<file path="src/rtl/tsen_pkg.sv">
// Shared types, constants and character codes of the text stream escape and number unit.
package tsen_pkg;

	localparam int NUMBER_DIGITS = 6;
	localparam int PREFIX_LEN = NUMBER_DIGITS + 1;
	localparam int BODY_MAX = 4;
	localparam int MAX_RESULTS = PREFIX_LEN + BODY_MAX;
	localparam int POS_W = $clog2(MAX_RESULTS);
	localparam int NUM_IDX_W = (NUMBER_DIGITS > 1) ? $clog2(NUMBER_DIGITS) : 1;
	localparam int BODY_IDX_W = $clog2(BODY_MAX);
	localparam int BODY_CNT_W = $clog2(BODY_MAX + 1);
	localparam int QUEUE_DEPTH = 4;
	localparam int QUEUE_PTR_W = $clog2(QUEUE_DEPTH);
	localparam int QUEUE_CNT_W = $clog2(QUEUE_DEPTH + 1);
	localparam int CFG_INDEX_W = 3;
	localparam int CFG_DATA_W = 8;

	localparam logic [CFG_INDEX_W-1:0] CFG_NUMBER_MODE = 3'd0;
	localparam logic [CFG_INDEX_W-1:0] CFG_SQUEEZE_BLANK = 3'd1;
	localparam logic [CFG_INDEX_W-1:0] CFG_MARK_LINE_END = 3'd2;
	localparam logic [CFG_INDEX_W-1:0] CFG_SHOW_TABS = 3'd3;
	localparam logic [CFG_INDEX_W-1:0] CFG_SHOW_NONPRINTING = 3'd4;

	localparam logic [1:0] NUM_MODE_OFF = 2'd0;
	localparam logic [1:0] NUM_MODE_ALL = 2'd1;
	localparam logic [1:0] NUM_MODE_NONBLANK = 2'd2;

	localparam logic [7:0] CH_TAB = 8'h09;
	localparam logic [7:0] CH_NL = 8'h0A;
	localparam logic [7:0] CH_SPACE = 8'h20;
	localparam logic [7:0] CH_DOLLAR = 8'h24;
	localparam logic [7:0] CH_DASH = 8'h2D;
	localparam logic [7:0] CH_QUEST = 8'h3F;
	localparam logic [7:0] CH_CARET_BASE = 8'h40;
	localparam logic [7:0] CH_I = 8'h49;
	localparam logic [7:0] CH_M = 8'h4D;
	localparam logic [7:0] CH_CARET = 8'h5E;
	localparam logic [7:0] CH_DEL = 8'h7F;
	localparam logic [3:0] DIGIT_ZERO_HI = 4'h3;

	typedef logic [NUMBER_DIGITS-1:0][3:0] bcd_t;
	typedef logic [NUMBER_DIGITS-1:0][7:0] num_text_t;

	localparam bcd_t BCD_ONE = (NUMBER_DIGITS * 4)'(1);

	typedef struct packed {
		logic [7:0] data_byte;
		logic       file_start;
	} text_item_t;

	typedef struct packed {
		logic [7:0] out_byte;
		logic       last_of_run;
	} glyph_item_t;

	typedef enum logic [1:0] {
		PRE_NONE,
		PRE_NUMBER,
		PRE_BLANK
	} prefix_kind_t;

	typedef struct packed {
		prefix_kind_t                  prefix;
		num_text_t                     num_chars;
		logic [BODY_MAX-1:0][7:0]      body;
		logic [BODY_CNT_W-1:0]         body_cnt;
	} job_t;

	typedef struct packed {
		logic full;
		logic empty;
	} queue_status_t;

endpackage

</file>
<file path="src/rtl/tsen_front.sv">
// Front end: configuration registers, line state and classification of each text item.
module tsen_front
	import tsen_pkg::*;
(
	input  logic                   clk,
	input  logic                   arst_n,
	input  logic                   cfg_valid,
	input  logic [CFG_INDEX_W-1:0] cfg_index,
	input  logic [CFG_DATA_W-1:0]  cfg_data,
	input  logic                   text_valid,
	input  text_item_t             text_item,
	input  queue_status_t          qstat,
	output logic                   push,
	output job_t                   job
);

	logic [1:0] number_mode_q;
	logic       squeeze_blank_q;
	logic       mark_line_end_q;
	logic       show_tabs_q;
	logic       show_nonprinting_q;

	logic at_start_q;
	logic blank_q;
	bcd_t digits_q;

	logic       accept;
	logic       eff_start;
	logic       eff_blank;
	bcd_t       eff_digits;
	logic       nl;
	logic       number_all;
	logic       number_nonblank;
	logic       squash;
	logic       do_number;
	logic       blank_next;
	logic [7:0] c;
	logic [7:0] b;

	function automatic bcd_t bcd_inc_sat(bcd_t v);
		bcd_t r;
		logic carry;
		logic all_nine;
		r = v;
		carry = 1'b1;
		all_nine = 1'b1;
		for (int i = 0; i < NUMBER_DIGITS; i++) begin
			if (v[i] != 4'd9) begin
				all_nine = 1'b0;
			end
			if (carry) begin
				if (v[i] == 4'd9) begin
					r[i] = 4'd0;
				end else begin
					r[i] = v[i] + 4'd1;
					carry = 1'b0;
				end
			end
		end
		if (all_nine) begin
			r = v;
		end
		return r;
	endfunction

	function automatic num_text_t bcd_format(bcd_t v);
		num_text_t t;
		logic zero_above;
		t = '0;
		zero_above = 1'b1;
		for (int i = NUMBER_DIGITS - 1; i >= 0; i--) begin
			if (zero_above && v[i] == 4'd0 && i != 0) begin
				t[NUMBER_DIGITS-1-i] = CH_SPACE;
			end else begin
				t[NUMBER_DIGITS-1-i] = {DIGIT_ZERO_HI, v[i]};
			end
			zero_above = zero_above && (v[i] == 4'd0);
		end
		return t;
	endfunction

	assign accept = text_valid && !qstat.full;
	assign c = text_item.data_byte;
	assign b = {1'b0, c[6:0]};
	assign nl = (c == CH_NL);
	assign number_all = (number_mode_q == NUM_MODE_ALL);
	assign number_nonblank = number_mode_q[1];

	assign eff_start = text_item.file_start || at_start_q;
	assign eff_blank = text_item.file_start ? 1'b0 : blank_q;
	assign eff_digits = text_item.file_start ? BCD_ONE : digits_q;

	assign squash = eff_start && squeeze_blank_q && nl && eff_blank;
	assign blank_next = (eff_start && squeeze_blank_q) ? nl : eff_blank;
	assign do_number = eff_start && !squash && (number_all || (number_nonblank && !nl));
	assign push = accept && !squash;

	always_comb begin
		job = '0;
		job.num_chars = bcd_format(eff_digits);
		if (do_number) begin
			job.prefix = PRE_NUMBER;
		end else if (nl && mark_line_end_q && eff_start && number_nonblank) begin
			job.prefix = PRE_BLANK;
		end else begin
			job.prefix = PRE_NONE;
		end
		if (nl) begin
			if (mark_line_end_q) begin
				job.body[0] = CH_DOLLAR;
				job.body[1] = CH_NL;
				job.body_cnt = BODY_CNT_W'(2);
			end else begin
				job.body[0] = CH_NL;
				job.body_cnt = BODY_CNT_W'(1);
			end
		end else if (c == CH_TAB) begin
			if (show_tabs_q) begin
				job.body[0] = CH_CARET;
				job.body[1] = CH_I;
				job.body_cnt = BODY_CNT_W'(2);
			end else begin
				job.body[0] = CH_TAB;
				job.body_cnt = BODY_CNT_W'(1);
			end
		end else if (show_nonprinting_q) begin
			case ({c[7], (b < 8'd32) || (b == CH_DEL)})
				2'b11: begin
					job.body[0] = CH_M;
					job.body[1] = CH_DASH;
					job.body[2] = CH_CARET;
					job.body[3] = (b == CH_DEL) ? CH_QUEST : (CH_CARET_BASE | b);
					job.body_cnt = BODY_CNT_W'(4);
				end
				2'b10: begin
					job.body[0] = CH_M;
					job.body[1] = CH_DASH;
					job.body[2] = b;
					job.body_cnt = BODY_CNT_W'(3);
				end
				2'b01: begin
					job.body[0] = CH_CARET;
					job.body[1] = (b == CH_DEL) ? CH_QUEST : (CH_CARET_BASE | b);
					job.body_cnt = BODY_CNT_W'(2);
				end
				default: begin
					job.body[0] = c;
					job.body_cnt = BODY_CNT_W'(1);
				end
			endcase
		end else begin
			job.body[0] = c;
			job.body_cnt = BODY_CNT_W'(1);
		end
	end

	always_ff @(posedge clk or negedge arst_n) begin
		if (!arst_n) begin
			number_mode_q <= NUM_MODE_OFF;
			squeeze_blank_q <= 1'b0;
			mark_line_end_q <= 1'b0;
			show_tabs_q <= 1'b0;
			show_nonprinting_q <= 1'b0;
		end else if (cfg_valid) begin
			case (cfg_index)
				CFG_NUMBER_MODE: number_mode_q <= cfg_data[1:0];
				CFG_SQUEEZE_BLANK: squeeze_blank_q <= cfg_data[0];
				CFG_MARK_LINE_END: mark_line_end_q <= cfg_data[0];
				CFG_SHOW_TABS: show_tabs_q <= cfg_data[0];
				CFG_SHOW_NONPRINTING: show_nonprinting_q <= cfg_data[0];
				default: ;
			endcase
		end
	end

	always_ff @(posedge clk or negedge arst_n) begin
		if (!arst_n) begin
			at_start_q <= 1'b1;
			blank_q <= 1'b0;
			digits_q <= BCD_ONE;
		end else if (accept) begin
			at_start_q <= nl;
			blank_q <= blank_next;
			digits_q <= do_number ? bcd_inc_sat(eff_digits) : eff_digits;
		end
	end

endmodule

</file>
<file path="src/rtl/tsen_queue.sv">
// Short job queue between the front end and the output sequencer.
module tsen_queue
	import tsen_pkg::*;
(
	input  logic          clk,
	input  logic          arst_n,
	input  logic          push,
	input  job_t          push_job,
	input  logic          pop,
	output job_t          head,
	output queue_status_t qstat
);

	job_t                   entry_q [QUEUE_DEPTH];
	logic [QUEUE_PTR_W-1:0] wr_ptr_q;
	logic [QUEUE_PTR_W-1:0] rd_ptr_q;
	logic [QUEUE_CNT_W-1:0] count_q;

	assign head = entry_q[rd_ptr_q];
	assign qstat.full = (count_q == QUEUE_CNT_W'(QUEUE_DEPTH));
	assign qstat.empty = (count_q == '0);

	always_ff @(posedge clk) begin
		if (push) begin
			entry_q[wr_ptr_q] <= push_job;
		end
	end

	always_ff @(posedge clk or negedge arst_n) begin
		if (!arst_n) begin
			wr_ptr_q <= '0;
			rd_ptr_q <= '0;
			count_q <= '0;
		end else begin
			if (push) begin
				wr_ptr_q <= wr_ptr_q + QUEUE_PTR_W'(1);
			end
			if (pop) begin
				rd_ptr_q <= rd_ptr_q + QUEUE_PTR_W'(1);
			end
			case ({push, pop})
				2'b10: count_q <= count_q + QUEUE_CNT_W'(1);
				2'b01: count_q <= count_q - QUEUE_CNT_W'(1);
				default: ;
			endcase
		end
	end

endmodule

</file>
<file path="src/rtl/tsen_back.sv">
// Output sequencer: walks the head job and sends one character per cycle while the receiver does not stall.
module tsen_back
	import tsen_pkg::*;
(
	input  logic          clk,
	input  logic          arst_n,
	input  job_t          head,
	input  queue_status_t qstat,
	output logic          pop,
	output logic          glyph_valid,
	input  logic          glyph_stall,
	output glyph_item_t   glyph_item
);

	logic [POS_W-1:0] pos_q;
	logic             valid_q;
	glyph_item_t      glyph_q;

	logic [POS_W-1:0] pre_len;
	logic [POS_W-1:0] total;
	logic [POS_W-1:0] body_pos;
	logic [7:0]       cur_byte;
	logic             cur_last;
	logic             advance;
	logic             load;

	assign pre_len = (head.prefix == PRE_NONE) ? '0 : POS_W'(PREFIX_LEN);
	assign total = pre_len + POS_W'(head.body_cnt);
	assign body_pos = pos_q - pre_len;
	assign cur_last = (pos_q == total - POS_W'(1));

	always_comb begin
		if (pos_q < pre_len) begin
			if (pos_q == POS_W'(NUMBER_DIGITS)) begin
				cur_byte = CH_TAB;
			end else if (head.prefix == PRE_NUMBER) begin
				cur_byte = head.num_chars[pos_q[NUM_IDX_W-1:0]];
			end else begin
				cur_byte = CH_SPACE;
			end
		end else begin
			cur_byte = head.body[body_pos[BODY_IDX_W-1:0]];
		end
	end

	assign advance = !valid_q || !glyph_stall;
	assign load = advance && !qstat.empty;
	assign pop = load && cur_last;

	assign glyph_valid = valid_q;
	assign glyph_item = glyph_q;

	always_ff @(posedge clk) begin
		if (load) begin
			glyph_q.out_byte <= cur_byte;
			glyph_q.last_of_run <= cur_last;
		end
	end

	always_ff @(posedge clk or negedge arst_n) begin
		if (!arst_n) begin
			valid_q <= 1'b0;
			pos_q <= '0;
		end else if (load) begin
			valid_q <= 1'b1;
			pos_q <= cur_last ? '0 : pos_q + POS_W'(1);
		end else if (advance) begin
			valid_q <= 1'b0;
		end
	end

endmodule

</file>
<file path="src/rtl/text_stream_escape_and_number_unit.sv">
// Top level of the text stream escape and number unit.
// Text items (a byte and a file start flag) enter on text_valid/text_stall; each one
// becomes zero to eleven output characters on glyph_valid/glyph_stall, the last one of
// each item flagged by last_of_run. A squeezed blank line gives no character at all.
// Options are written through cfg_valid/cfg_ready with cfg_index selecting the register
// (number mode, squeeze, line end mark, tab display, nonprinting display); cfg_ready is
// always high and writes are meant for idle periods.
// The front end classifies an item in the cycle it is accepted and places a job in a
// four-entry queue; the sequencer sends one character per cycle from the head job
// while the receiver does not stall. An item's first character passes through the queue
// entry and then the output register. Without receiver stalls the output carries one
// character per cycle, so items giving one character each flow at one item per cycle;
// an item with a line number first sends its seven prefix characters. text_stall rises
// only when the queue is full. When the receiver stalls, the output register holds its
// character and the queue absorbs up to four more items before text_stall is raised.
// Reset clears the options, sets the line state to a line start with counter one, and
// empties the queue and output register.
module text_stream_escape_and_number_unit
	import tsen_pkg::*;
(
	input  logic                   clk,
	input  logic                   arst_n,
	input  logic                   cfg_valid,
	output logic                   cfg_ready,
	input  logic [CFG_INDEX_W-1:0] cfg_index,
	input  logic [CFG_DATA_W-1:0]  cfg_data,
	input  logic                   text_valid,
	output logic                   text_stall,
	input  text_item_t             text_item,
	output logic                   glyph_valid,
	input  logic                   glyph_stall,
	output glyph_item_t            glyph_item
);

	queue_status_t qstat;
	logic          push;
	logic          pop;
	job_t          push_job;
	job_t          head;

	assign cfg_ready = 1'b1;
	assign text_stall = qstat.full;

	tsen_front u_front (
		.clk        (clk),
		.arst_n     (arst_n),
		.cfg_valid  (cfg_valid),
		.cfg_index  (cfg_index),
		.cfg_data   (cfg_data),
		.text_valid (text_valid),
		.text_item  (text_item),
		.qstat      (qstat),
		.push       (push),
		.job        (push_job)
	);

	tsen_queue u_queue (
		.clk      (clk),
		.arst_n   (arst_n),
		.push     (push),
		.push_job (push_job),
		.pop      (pop),
		.head     (head),
		.qstat    (qstat)
	);

	tsen_back u_back (
		.clk         (clk),
		.arst_n      (arst_n),
		.head        (head),
		.qstat       (qstat),
		.pop         (pop),
		.glyph_valid (glyph_valid),
		.glyph_stall (glyph_stall),
		.glyph_item  (glyph_item)
	);

endmodule

</file>
<file path="config.mk">
export PLATFORM = sky130hd
export DESIGN_NAME = text_stream_escape_and_number_unit
export DESIGN_NICKNAME = d
export VERILOG_FILES = /design/src/rtl/tsen_pkg.sv /design/src/rtl/tsen_front.sv /design/src/rtl/tsen_queue.sv /design/src/rtl/tsen_back.sv /design/src/rtl/text_stream_escape_and_number_unit.sv
export SDC_FILE = /design/constraint.sdc
export NUM_CORES = 1
export LEC_CHECK = 0
export ABC_AREA = 1
export BUFFER_PORTS_ARGS = -buffer_cell sky130_fd_sc_hd__buf_2
export CAP_MARGIN = 20
export CORE_UTILIZATION = 36
export CTS_CLUSTER_DIAMETER = 120
export DETAILED_ROUTE_END_ITERATION = 8
export GPL_TIMING_DRIVEN = 0
export PLACE_DENSITY = 0.51
export SETUP_SLACK_MARGIN = 0.1
export SYNTH_ARGS = -nofsm -noshare
export SYNTH_HDL_FRONTEND = slang
export SYNTH_HIERARCHICAL = 1
export SYNTH_SLANG_ARGS = --single-unit
</file>
<file path="constraint.sdc">
create_clock -name clk -period 4.2 [get_ports clk]
set_clock_uncertainty 0.2 [all_clocks]
set_input_delay 0.63 -clock clk [delete_from_list [all_inputs] [get_ports clk]]
set_output_delay 0.63 -clock clk [all_outputs]
set_load 0.03 [all_outputs]
</file>
Word-level counts from Yosys, hierarchy flattened. Memories as Yosys holds them, arrays and structs flattened. Cells that the tools add are included.

ROM bits: 0. Word-level logic and storage cells: 184. Bits in writable memories: 264. Bits in latches: 0. Output and inout port bits: 12. Flip-flop bits (word level): 53. Memories: 1.

Memory list: u_queue.entry_q (words 4, bits a word 66, read ports 1, clocked after Yosys merged registers in 0, write ports 1, line tsen_queue.sv:14) `job_t entry_q [QUEUE_DEPTH];`.

$add $sub $neg: 14. Order comparisons: 4. Bitwise operators: 0. $mul: 0. Muxes and demuxes: 73. Div/mod/pow operators: 0. Eq/ne operators: 29. Shift-type cells: 0. Reductions and logical operators: 43.

Operators with widths (count): $mux W24 (4); $mux W4 (13); $mux W8 (6); $mux W19 (2); $pmux W11 S3 (1); $mux W16 (2); $add A4 B1 Y4 const B (7); $mux W1 (27); $mux W5 (5); $bmux W8 S3 (1); $eq A4 B4 Y1 const B (6); $ne A4 B4 Y1 const B (6); $logic_not A4 Y1 (5); $logic_and A1 B1 Y1 (17); $bmux W8 S2 (1); $eq A8 B4 Y1 const B (2); $pmux W8 S2 (1); $mux W7 (2); $pmux W7 S2 (1); $mux W11 (1); $mux W10 (1); $reduce_and A2 Y1 (5); $mux W9 (1); $eq A2 B1 Y1 const B (4); 26 further kinds (42).

Depth between registers and ports, before layout. Gate-level depths: netlist of the first run.

Depth in word-level cells: 15. Mapped depth: 27. Mapped depth without buffers: 25.

Modules after synthesis. The synthesis of the first run kept the hierarchy.

By module, submodules not included: tsen_queue (cells an instance 1041, instances 1, area each 14533.9 µm²); tsen_front (cells an instance 506, instances 1, area each 3210.6 µm²); tsen_back (cells an instance 275, instances 1, area each 1661.6 µm²); text_stream_escape_and_number_unit (cells an instance 2, instances 1, area each 11.3 µm²).

Worst setup path before layout of the first run. No wires, ideal clock.

Path type: input-to-reg. Start: input port text_valid. End: memory u_queue/entry_q[0][0] in the netlist's numbering, enable pin. Stages: 8. Required time: 3561 ps. Slack: 309 ps. Buffers on the path: 2. Arrival time: 3252 ps. Setup time: 439 ps. Cells stage by stage: inv_1 > nor2_2 > clkbuf_1 > nand2_1 > inv_1 > clkbuf_1 > nand2_1 > inv_1.

Word-level cells in the longest chain between the ends: 4.

RTL lines: start: declaration (line text_stream_escape_and_number_unit.sv:27) `input logic text_valid,`; $logic_and A1 B1 Y1 (line tsen_front.sv:82) `assign accept = text_valid && !qstat.full;`; $logic_and A1 B1 Y1 (line tsen_front.sv:96) `assign push = accept && !squash;`; named net push (line text_stream_escape_and_number_unit.sv:36) `logic push;`; $mux W1 (line tsen_queue.sv:24) `if (push) begin`; $mux W1 (not written as such) (line tsen_queue.sv:25) `entry_q[wr_ptr_q] <= push_job;`; end: declaration (line tsen_queue.sv:14).

The timed path passes the listed nets, and every way through them passes these cells.

==> results of run 1 <==
## per-stage QoR
stage          instance area (sq um)  setup WS (ns)  total power [uW]  cells  setup TNS (ns)
2_1_floorplan                  19500          0.309              9820   1844               0
3_3_place_gp                   20500          -2.04             11900   2560         -661.35
3_5_place_dp                   20600         -0.249             12000   2565          -0.419
4_1_cts                        22100          0.108             15800   2645               0
5_1_grt                        22200         0.0441             16900   2653               0
6_report                       22200          0.314             15900   2653               0
## routing by layer
metal  up-vias  global-route usage, %  part of all wire [%]
met1      6207                   25.4                    46
met3        72                   2.85                   4.8
met4         0                   6.15                   2.6
li1       6308                      -                     -
met2       311                   31.3                    47
met5         -                      0                     0
## area by class of cell
| type | count | area [sq um] |
|---|---|---|
| sequential | 393 | 11600 |
| clock inverter | 17 | 209 |
| tap | 688 | 861 |
| inverter | 300 | 1160 |
| multi-input combinational | 1050 | 6050 |
| buffer | 101 | 833 |
| clock buffer | 59 | 1190 |
| fill | 5090 | 30700 |
| timing repair buffer | 45 | 367 |
## sequential cells by signal (all words and copies together), names as in the netlist
register                    cells
u_back/glyph_item               9
u_front/show_tabs_q             1
u_back/pos_q                    4
u_front/squeeze_blank_q         1
u_front/blank_q                 1
u_front/at_start_q              1
u_back/glyph_valid              1
u_queue/wr_ptr_q                2
u_queue/count_q                 3
u_queue/rd_ptr_q                2
u_queue/entry_q               340
u_front/number_mode_q           2
u_front/digits_q               24
u_front/show_nonprinting_q      1
u_front/mark_line_end_q         1
## synth_stat cells (6+ instances only)
cell / number / area share (%)
nand2_1: 474 / 9.2
edfxtp_1: 349 / 54
inv_1: 283 / 5.5
nor2_1: 110 / 2.1
o211ai_2: 108 / 7.0
o211ai_1: 71 / 2.7
o21ai_0: 66 / 1.7
buf_4: 46 / 1.8
nand3_1: 43 / 1.1
dfrtp_1: 42 / 5.4
buf_6: 28 / 1.6
buf_2: 22 / 0.57
nand4_1: 18 / 0.58
a21oi_1: 17 / 0.44
ha_1: 16 / 1.0
o21ai_1: 16 / 0.41
inv_2: 14 / 0.27
nor3_1: 10 / 0.26
xor2_1: 8 / 0.36
or2_2: 7 / 0.23
nand2_2: 6 / 0.19
nand2_4: 6 / 0.35
nand3_2: 6 / 0.31
## power groups by stage
stage,clock network (uW),logic (uW),registers [uW]
floorplan,0,4200,5620
global placement,0,6320,5630
detailed placement,0,6420,5540
CTS,3910,6480,5460
global route,4050,7320,5520
finish,3810,6640,5450
## critical path, delay by kind of cell (launching register included)
family	cells	cell delay [ns]
AND/OR/NAND/NOR	4	0.57
adder cells (fa/ha/maj)	5	1.58
buffers and inverters	7	0.71
AO/OA/AOI/OAI	2	0.25
flip-flops	1	0.37
XOR/XNOR	1	0.07
## worst max-delay path by stage
stage / startpoint / to / depth (start not counted) / slack, ns
floorplan: text_valid / u_queue/entry_q[0][0] / 8 / 0.31
global placement: text_valid / u_queue/entry_q[1][49] / 9 / -2.04
detailed placement: u_queue/rd_ptr_q[0] / u_queue/count_q[2] / 26 / -0.25
CTS: u_queue/rd_ptr_q[0] / u_queue/count_q[2] / 22 / 0.11
global route: u_queue/rd_ptr_q[0] / u_queue/count_q[2] / 22 / 0.04
finish: u_queue/rd_ptr_q[0] / u_queue/count_q[1] / 19 / 0.31
## kinds of logic (layout without fill, tap and decap cells)
group,count (synthesis),count (layout),share of synthesized area [%]
other cells,3,23,0.0580
xor+xnor,10,10,0.451
fa+ha+maj,18,18,1.24
simple gates,708,708,15.9
buf+inv,401,522,9.94
compound gates,290,290,12.7
flops,393,393,59.7
mux,1,1,0.0580
## timing repair
action	4_1_cts	5_1_grt
buffers inserted	3	8
pin swaps	2	17
setup endpoints to repair	2	2
hold buffers	1	0
gates resized for setup	4	34
endpoints found under the hold margin	20	0
==> impl_metrics.json, run 1 <==
{
  "status": "complete, but fails checks",
  "violations": "DRC",
  "drt-initial-drc-count": 991,
  "hold_slack_ns": 0.0958,
  "final_nets": 1979,
  "start_util_pct": 36.7,
  "vias": 12900,
  "path_class": "reg -> reg",
  "ff2ff_setup_slack_ns": 0.31,
  "critPathCaptureType": "flop",
  "io_pins": 37,
  "cts_tree": "built",
  "worstReg2RegStart": "u_queue/rd_ptr_q[0]",
  "ys_seq_elements": 393,
  "cts.sinks": 393,
  "diodes": 0,
  "synth_cell_types": 51,
  "min_path_cells": 3,
  "overflow": 0,
  "r2r_cells": 19,
  "die_h_um": 234,
  "core_area_sq_um": 53000,
  "clk_pin_slew_ns": 0.06,
  "clk_latency_ns": 0.56,
  "post_drt_via_cell_ratio": 4.86,
  "pwr-share-comb_pct": 41.8,
  "yosys_warnings": 6,
  "period_share_pct": 92.5,
  "die_x_um": 234,
  "internal_power_uw": 9670,
  "gpl.final_weighted_congestion": 0.884,
  "dr.pass1.iters": 7,
  "clkPwrFrac_pct": 23.9,
  "slew_violations": 0,
  "cpMostUsedCell": "ha_4",
  "synth_area_sq_um": 19400,
  "layout_common_cells": "468 x nand2_1, 349 x edfxtp_1, 273 x inv_1",
  "max_stage_delay_ns": 0.54,
  "synth_cells": 1824,
  "rsz0062_at_grt": "yes",
  "cp.arrival_ns": 4.12,
  "dieArea_sq_um": 54900,
  "fp-row-count": 84,
  "p_seq_share_pct": 34.3,
  "area_growth_pct": 14.6,
  "drive_above_1_share_pct": 19.9,
  "final_common_cell": "nand2_1",
  "ys.flop_type": "edfxtp_1",
  "hold_end": "u_back/glyph_valid",
  "final_util_pct": 42.0,
  "drt_wl_total_um": 50600,
  "syn_area_per_cell_sq_um": 10.6,
  "grt_max_degree": 53,
  "regToRegEndpoint": "u_queue/count_q[1]",
  "cts.path.max_buffers": 3,
  "setup_violations": 0,
  "clockRootBuffer": "clkbuf_16",
  "async_flop_share_pct": 11.2,
  "post-route-drc-count": 3,
  "antenna_found_initial": 0,
  "hp-start": "glyph_stall",
  "drt.antenna.violating_nets": 0,
  "worst_pin_slew_ns": 1.06,
  "leakage_uw": 0.00938,
  "wl_per_cell_um": 19.1,
  "crit_slowest_cell": "fa_2",
  "synth_edf_count": 349,
  "p_per_area_nw_per_um2": 715,
  "switchingPower_uw": 6230,
  "fin_crit_ns": 3.89,
  "worst-path-max-fanout": 7,
  "hold_viol": 0,
  "cp_cell_sequence": "buf_6 > buf_12 > buf_12 > o211ai_1 > nand2_2 > nor2_4 > ha_4 > inv_4 > ha_4 > inv_2 > fa_2 > xnor2_1 > nor2_1 > nand4_1 > inv_2 > ha_4 > inv_4 > fa_2 > o21ai_0",
  "maxCapViolations": 0,
  "gr-usage-all-layers_pct": 18.9,
  "numCtsBuffers": 45,
  "start_kind": "flop",
  "slew_headroom_pct": 29.0,
  "worst_ep_required_time_ns": 4.43,
  "grt_pass1_vias": 12800,
  "irDropWorstVdd_mv": 0.373,
  "min_path_type": "in -> reg",
  "dp_hpwl_um": 33700,
  "grt_pass1_wl_um": 77100,
  "port_buffers": 28,
  "ys_seq_area_share_pct": 59.7,
  "p_sw_share_pct": 39.2,
  "ctsHtreeMaxLevel": 2,
  "max_freq_ghz": 0.257
}
No activity file was read; power rests on OpenSTA's default activity.
==> run 2: changes to the inputs <==
Settings changed: REMOVE_ABC_BUFFERS from default to 1.
==> impl_metrics.json, run 2 (synthesis results as in run 1) <==
{
  "numCtsBuffers": 45,
  "io_pins": 37,
  "die_h_um": 234,
  "dr.pass1.iters": 7,
  "drive_above_1_share_pct": 17.6,
  "cts_tree": "built",
  "p_per_area_nw_per_um2": 716,
  "worst_ep_required_time_ns": 4.46,
  "slew_headroom_pct": 31.8,
  "switchingPower_uw": 6080,
  "port_buffers": 29,
  "hold_viol": 0,
  "cp_cell_sequence": "buf_16 > o211ai_1 > nand2_2 > nor2_4 > ha_4 > inv_4 > ha_4 > inv_2 > fa_2 > xnor2_1 > nor2_1 > nand4_1 > inv_2 > ha_4 > inv_2 > fa_2 > nand2_2 > nand3_1 > nand2_1 > nand2_1",
  "final_cells": 2584,
  "antenna_found_initial": 0,
  "max_flop_register": "u_queue/entry_q",
  "overflow": 0,
  "internal_power_uw": 9720,
  "grt_max_degree": 70,
  "clockRootBuffer": "clkbuf_16",
  "drt_wl_total_um": 46200,
  "max_stage_delay_ns": 0.55,
  "start_kind": "flop",
  "placed_area_sq_um": 20100,
  "final_common_cell": "nand2_1",
  "slew_violations": 0,
  "dp_hpwl_um": 25700,
  "drt-initial-drc-count": 966,
  "clk_pin_slew_ns": 0.06,
  "layout_common_cells": "471 x nand2_1, 349 x edfxtp_1, 272 x inv_1",
  "status": "complete, but fails checks",
  "post_drt_via_cell_ratio": 4.88,
  "dp_cells": 2472,
  "wl_per_cell_um": 17.9,
  "diodes": 0,
  "ff2ff_setup_slack_ns": 0.26,
  "critPathCaptureType": "flop",
  "irDropWorstVdd_mv": 0.443,
  "min_path_cells": 3,
  "final_nets": 1906,
  "cp.arrival_ns": 4.20,
  "final_util_pct": 41.7,
  "maxCapViolations": 0,
  "core_area_sq_um": 53000,
  "fin_crit_ns": 3.94,
  "area_growth_pct": 13.7,
  "rsz0062_at_grt": "yes",
  "min_path_type": "in -> reg",
  "cts.sinks": 393,
  "violations": "DRC",
  "clk_latency_ns": 0.57,
  "r2r_cells": 20,
  "gpl.final_weighted_congestion": 0.841,
  "ctsHtreeMaxLevel": 2,
  "p_seq_share_pct": 35.3,
  "p_total_uw": 15800,
  "post-route-drc-count": 1,
  "period_share_pct": 93.9,
  "crit_slowest_cell": "dfrtp_4",
  "dieArea_sq_um": 54900,
  "pwr-share-comb_pct": 40.3,
  "vias": 12600,
  "worst_pin_slew_ns": 1.02,
  "largest_register_ffs": 340,
  "die_x_um": 234,
  "start_util_pct": 36.7,
  "fp-row-count": 84,
  "clkPwrFrac_pct": 24.5,
  "setup_violations": 0,
  "n_fill_cell": 5062,
  "worst-path-max-fanout": 7,
  "max_freq_ghz": 0.254,
  "postLayoutCellArea_sq_um": 22100,
  "path_class": "reg -> reg",
  "grt_pass1_wl_um": 70700,
  "hold_slack_ns": 0.0820,
  "gr-usage-all-layers_pct": 17.0,
  "drt.antenna.violating_nets": 0,
  "grt_pass1_vias": 12200,
  "p_sw_share_pct": 38.5,
  "leakage_uw": 0.00921,
  "cts.path.max_buffers": 3
}
run 2: worst max-delay path: cells and delay by family (launching register included):
kind                       cells  cell delay [ns]
AOI/OAI and AO/OA              1             0.18
xor gates and xnor gates       1             0.07
DFF                            1             0.55
adders and majority gates      5             1.42
buffers and inverters          5             0.52
and+or+nand+nor                8             0.90
run 2: through the flow:
step                setup TNS (ns)  worst slack, ns
floorplan                   -94.52            -6.06
global placement           -865.72            -9.29
detailed placement          -14.69            -1.49
CTS                              0           0.0889
global route                     0           0.0564
finish                           0            0.257
run 2: final timing paths:
kind                                     start                   end
max                        u_queue/rd_ptr_q[0]    u_queue/count_q[2]
max reg2reg                u_queue/rd_ptr_q[0]    u_queue/count_q[2]
min reg2reg                u_front/digits_q[0]   u_front/digits_q[0]
max in group asynchronous               arst_n   u_front/digits_q[0]
min in group asynchronous               arst_n  u_front/digits_q[20]
min                                glyph_stall    u_back/glyph_valid
run 2: power groups by stage:
stage | registers (uW) | clock network [uW] | logic (uW)
finish | 5570 | 3870 | 6360
global route | 5640 | 4110 | 7040
CTS | 5570 | 3970 | 6200
detailed placement | 5790 | 0 | 5530
global placement | 6110 | 0 | 4420
floorplan | 6010 | 0 | 3110
run 2: layout make-up:
class,instances,area [sq um],area share [%]
clock buffer,55,1230,5.55
clock inverter,25,225,1.02
inverter,300,1180,5.34
multi-input combinational,1050,6040,27.4
sequential,393,11600,52.5
tap,688,861,3.90
timing repair buffer,72,946,4.28
timing repair inverter,1,8.76,0.0397
run 2: layer usage:
| layer | vias to the layer above | share of wire (%) | routed length [um] | GRT usage [%] |
|---|---|---|---|---|
| met2 | 247 | 46 | 21400 | 27.6 |
| met4 | 0 | 1.6 | 757 | 3.79 |
| met5 | - | 0 | 0 | 0 |
| met1 | 6121 | 47 | 21700 | 23.9 |
| li1 | 6176 | - | - | - |
| met3 | 55 | 4.8 | 2240 | 2.68 |
run 2: repair_timing:
action,4_1_cts,5_1_grt
gates cloned,7,3
buffers inserted,15,7
hold endpoints to repair,20,0
hold buffers,1,0
setup endpoints to repair,18,4
pin swaps,3,13
resized for setup,10,17
==> run 3: changes to the inputs <==
Settings changed: CORE_MARGIN from default to 2.
==> impl_metrics.json, run 3 (synthesis results as in run 1) <==
{
  "worstReg2RegStart": "u_queue/rd_ptr_q[1]",
  "dieArea_sq_um": 55800,
  "max_flop_register": "u_queue/entry_q",
  "grt_pass1_vias": 12100,
  "dp_cells": 2480,
  "fin_crit_ns": 3.95,
  "dr.pass1.iters": 5,
  "drt.antenna.violating_nets": 0,
  "drive_above_1_share_pct": 18.3,
  "maxCapViolations": 0,
  "irDropWorstVdd_mv": 0.333,
  "pwr-share-comb_pct": 41.0,
  "largest_register_ffs": 340,
  "regToRegEndpoint": "u_queue/count_q[2]",
  "cts.path.max_buffers": 3,
  "cp.arrival_ns": 4.20,
  "antenna_found_initial": 0,
  "ff2ff_setup_slack_ns": 0.25,
  "clk_latency_ns": 0.57,
  "die_h_um": 236,
  "wl_per_cell_um": 17.8,
  "path_class": "reg -> reg",
  "final_common_cell": "nand2_1",
  "cpMostUsedCell": "ha_4",
  "area_growth_pct": 14.2,
  "drt_wl_total_um": 46300,
  "clkPwrFrac_pct": 24.3,
  "hold_end": "u_back/glyph_valid",
  "grt_max_degree": 77,
  "clk_pin_slew_ns": 0.06,
  "start_kind": "flop",
  "diodes": 0,
  "die_x_um": 236,
  "clockRootBuffer": "clkbuf_16",
  "r2r_cells": 22,
  "min_path_cells": 3,
  "hp-start": "glyph_stall",
  "worst-path-max-fanout": 5,
  "slew_violations": 0,
  "finalSetupTns_ns": 0,
  "worst_ep_required_time_ns": 4.45,
  "hold_viol": 0,
  "status": "finished clean",
  "io_pins": 37,
  "dp_hpwl_um": 25900,
  "port_buffers": 29,
  "p_sw_share_pct": 38.6,
  "post-route-drc-count": 0,
  "numCtsBuffers": 45,
  "worst_pin_slew_ns": 1.12,
  "overflow": 0,
  "slew_headroom_pct": 25.6,
  "setup_violations": 0,
  "critPathCaptureType": "flop",
  "crit_slowest_cell": "fa_1",
  "grt_pass1_wl_um": 70500,
  "final_nets": 1917,
  "period_share_pct": 94.0,
  "leakage_uw": 0.00927,
  "start_util_pct": 36.2,
  "switchingPower_uw": 6140,
  "internal_power_uw": 9760,
  "layout_common_cells": "469 x nand2_1, 349 x edfxtp_1, 273 x inv_1",
  "drt-initial-drc-count": 905,
  "cp_cell_sequence": "buf_16 > inv_16 > buf_16 > o211ai_1 > nand2_2 > nor2_4 > ha_4 > inv_2 > ha_4 > inv_2 > fa_1 > xnor2_1 > nor2_1 > nand4_1 > inv_4 > ha_4 > inv_4 > fa_2 > nand2_2 > nand3_2 > nand2_1 > nand2_1",
  "post_drt_via_cell_ratio": 4.87,
  "ctsHtreeMaxLevel": 2,
  "final_cells": 2606,
  "vias": 12700,
  "cts_tree": "built",
  "core_area_sq_um": 53600,
  "min_path_type": "in -> reg",
  "p_per_area_nw_per_um2": 717,
  "p_seq_share_pct": 34.7,
  "gpl.final_weighted_congestion": 0.799,
  "cts.sinks": 393,
  "fp-row-count": 85,
  "rsz0062_at_grt": "yes",
  "max_stage_delay_ns": 0.46,
  "gr-usage-all-layers_pct": 16.4,
  "max_freq_ghz": 0.253
}
==> run 3: cell count changes in the layout (fill, tap and decap cells not counted), sizes merged <==
cell and change:
buf +12, bufbuf -1, clkinv +6, clkinvlp -2, inv -1
==> run 3: area by class of cell <==
type | instances | area [sq um]
timing repair inverter | 1 | 8.76
timing repair buffer | 83 | 1020
fill | 5172 | 31400
sequential | 393 | 11600
clock inverter | 28 | 236
multi-input combinational | 1050 | 6050
clock buffer | 55 | 1220
tap | 696 | 871
inverter | 300 | 1180
==> run 3: layer usage <==
layer	vias to the layer above	part of all wire (%)	track usage (%)	wire, um
met5	-	0	0	0
met1	6193	48	22.9	22100
met4	0	2.0	4.99	940
met2	221	46	26.6	21400
li1	6206	-	-	-
met3	59	4.1	2.33	1890
==> run 3: how the worst max path moves through the flow <==
stage | start | to | slack [ns]
2_1_floorplan | u_queue/rd_ptr_q[0] | u_queue/count_q[2] | -6.06
3_3_place_gp | u_queue/rd_ptr_q[0] | u_queue/count_q[2] | -9.35
3_5_place_dp | u_queue/rd_ptr_q[1] | u_queue/count_q[2] | -1.54
4_1_cts | u_queue/rd_ptr_q[1] | u_queue/count_q[2] | 0.12
5_1_grt | u_queue/rd_ptr_q[0] | u_queue/count_q[2] | -0.02
6_report | u_queue/rd_ptr_q[1] | u_queue/count_q[2] | 0.25
==> run 3: power by group through the flow <==
| stage | clock [uW] | sequential, uW | combinational (uW) |
|---|---|---|---|
| floorplan | 0 | 6010 | 3110 |
| global placement | 0 | 6110 | 4460 |
| detailed placement | 0 | 5790 | 5560 |
| CTS | 3970 | 5520 | 6330 |
| global route | 4100 | 5580 | 7200 |
| finish | 3860 | 5520 | 6530 |
==> run 3: critical path, delay by kind of cell, from the launching register on <==
family                   cells  cell delay (ns)
adder cells (fa/ha/maj)      5             1.34
AND/OR/NAND/NOR              8             0.91
buffers and inverters        7             0.66
flip-flops                   1             0.45
XOR/XNOR                     1             0.14
AO/OA/AOI/OAI                1             0.10
==> run 3: through the flow <==
stage	utilization [%]	area [sq um]	power, uW	worst slack, ns	hold slack [ns]
after global placement	36.8	19700	10600	-9.35	0.258
after CTS	40.9	21900	15800	0.115	0.0550
after global routing	41.4	22200	16900	-0.0185	0.0860
final	41.4	22200	15900	0.253	0.0898
after detailed placement	37.4	20100	11400	-1.54	0.261
after floorplan	-	18700	9120	-6.06	0.134
==> run 3: timing repair <==
action                                  in CTS  in global routing
hold endpoints to repair                    18                  0
buffers inserted                            18                 15
cloned                                       6                  3
hold buffers                                 1                  0
endpoints found under the setup margin      18                  3
pin swaps                                    2                 20
gates resized for setup                     12                 19
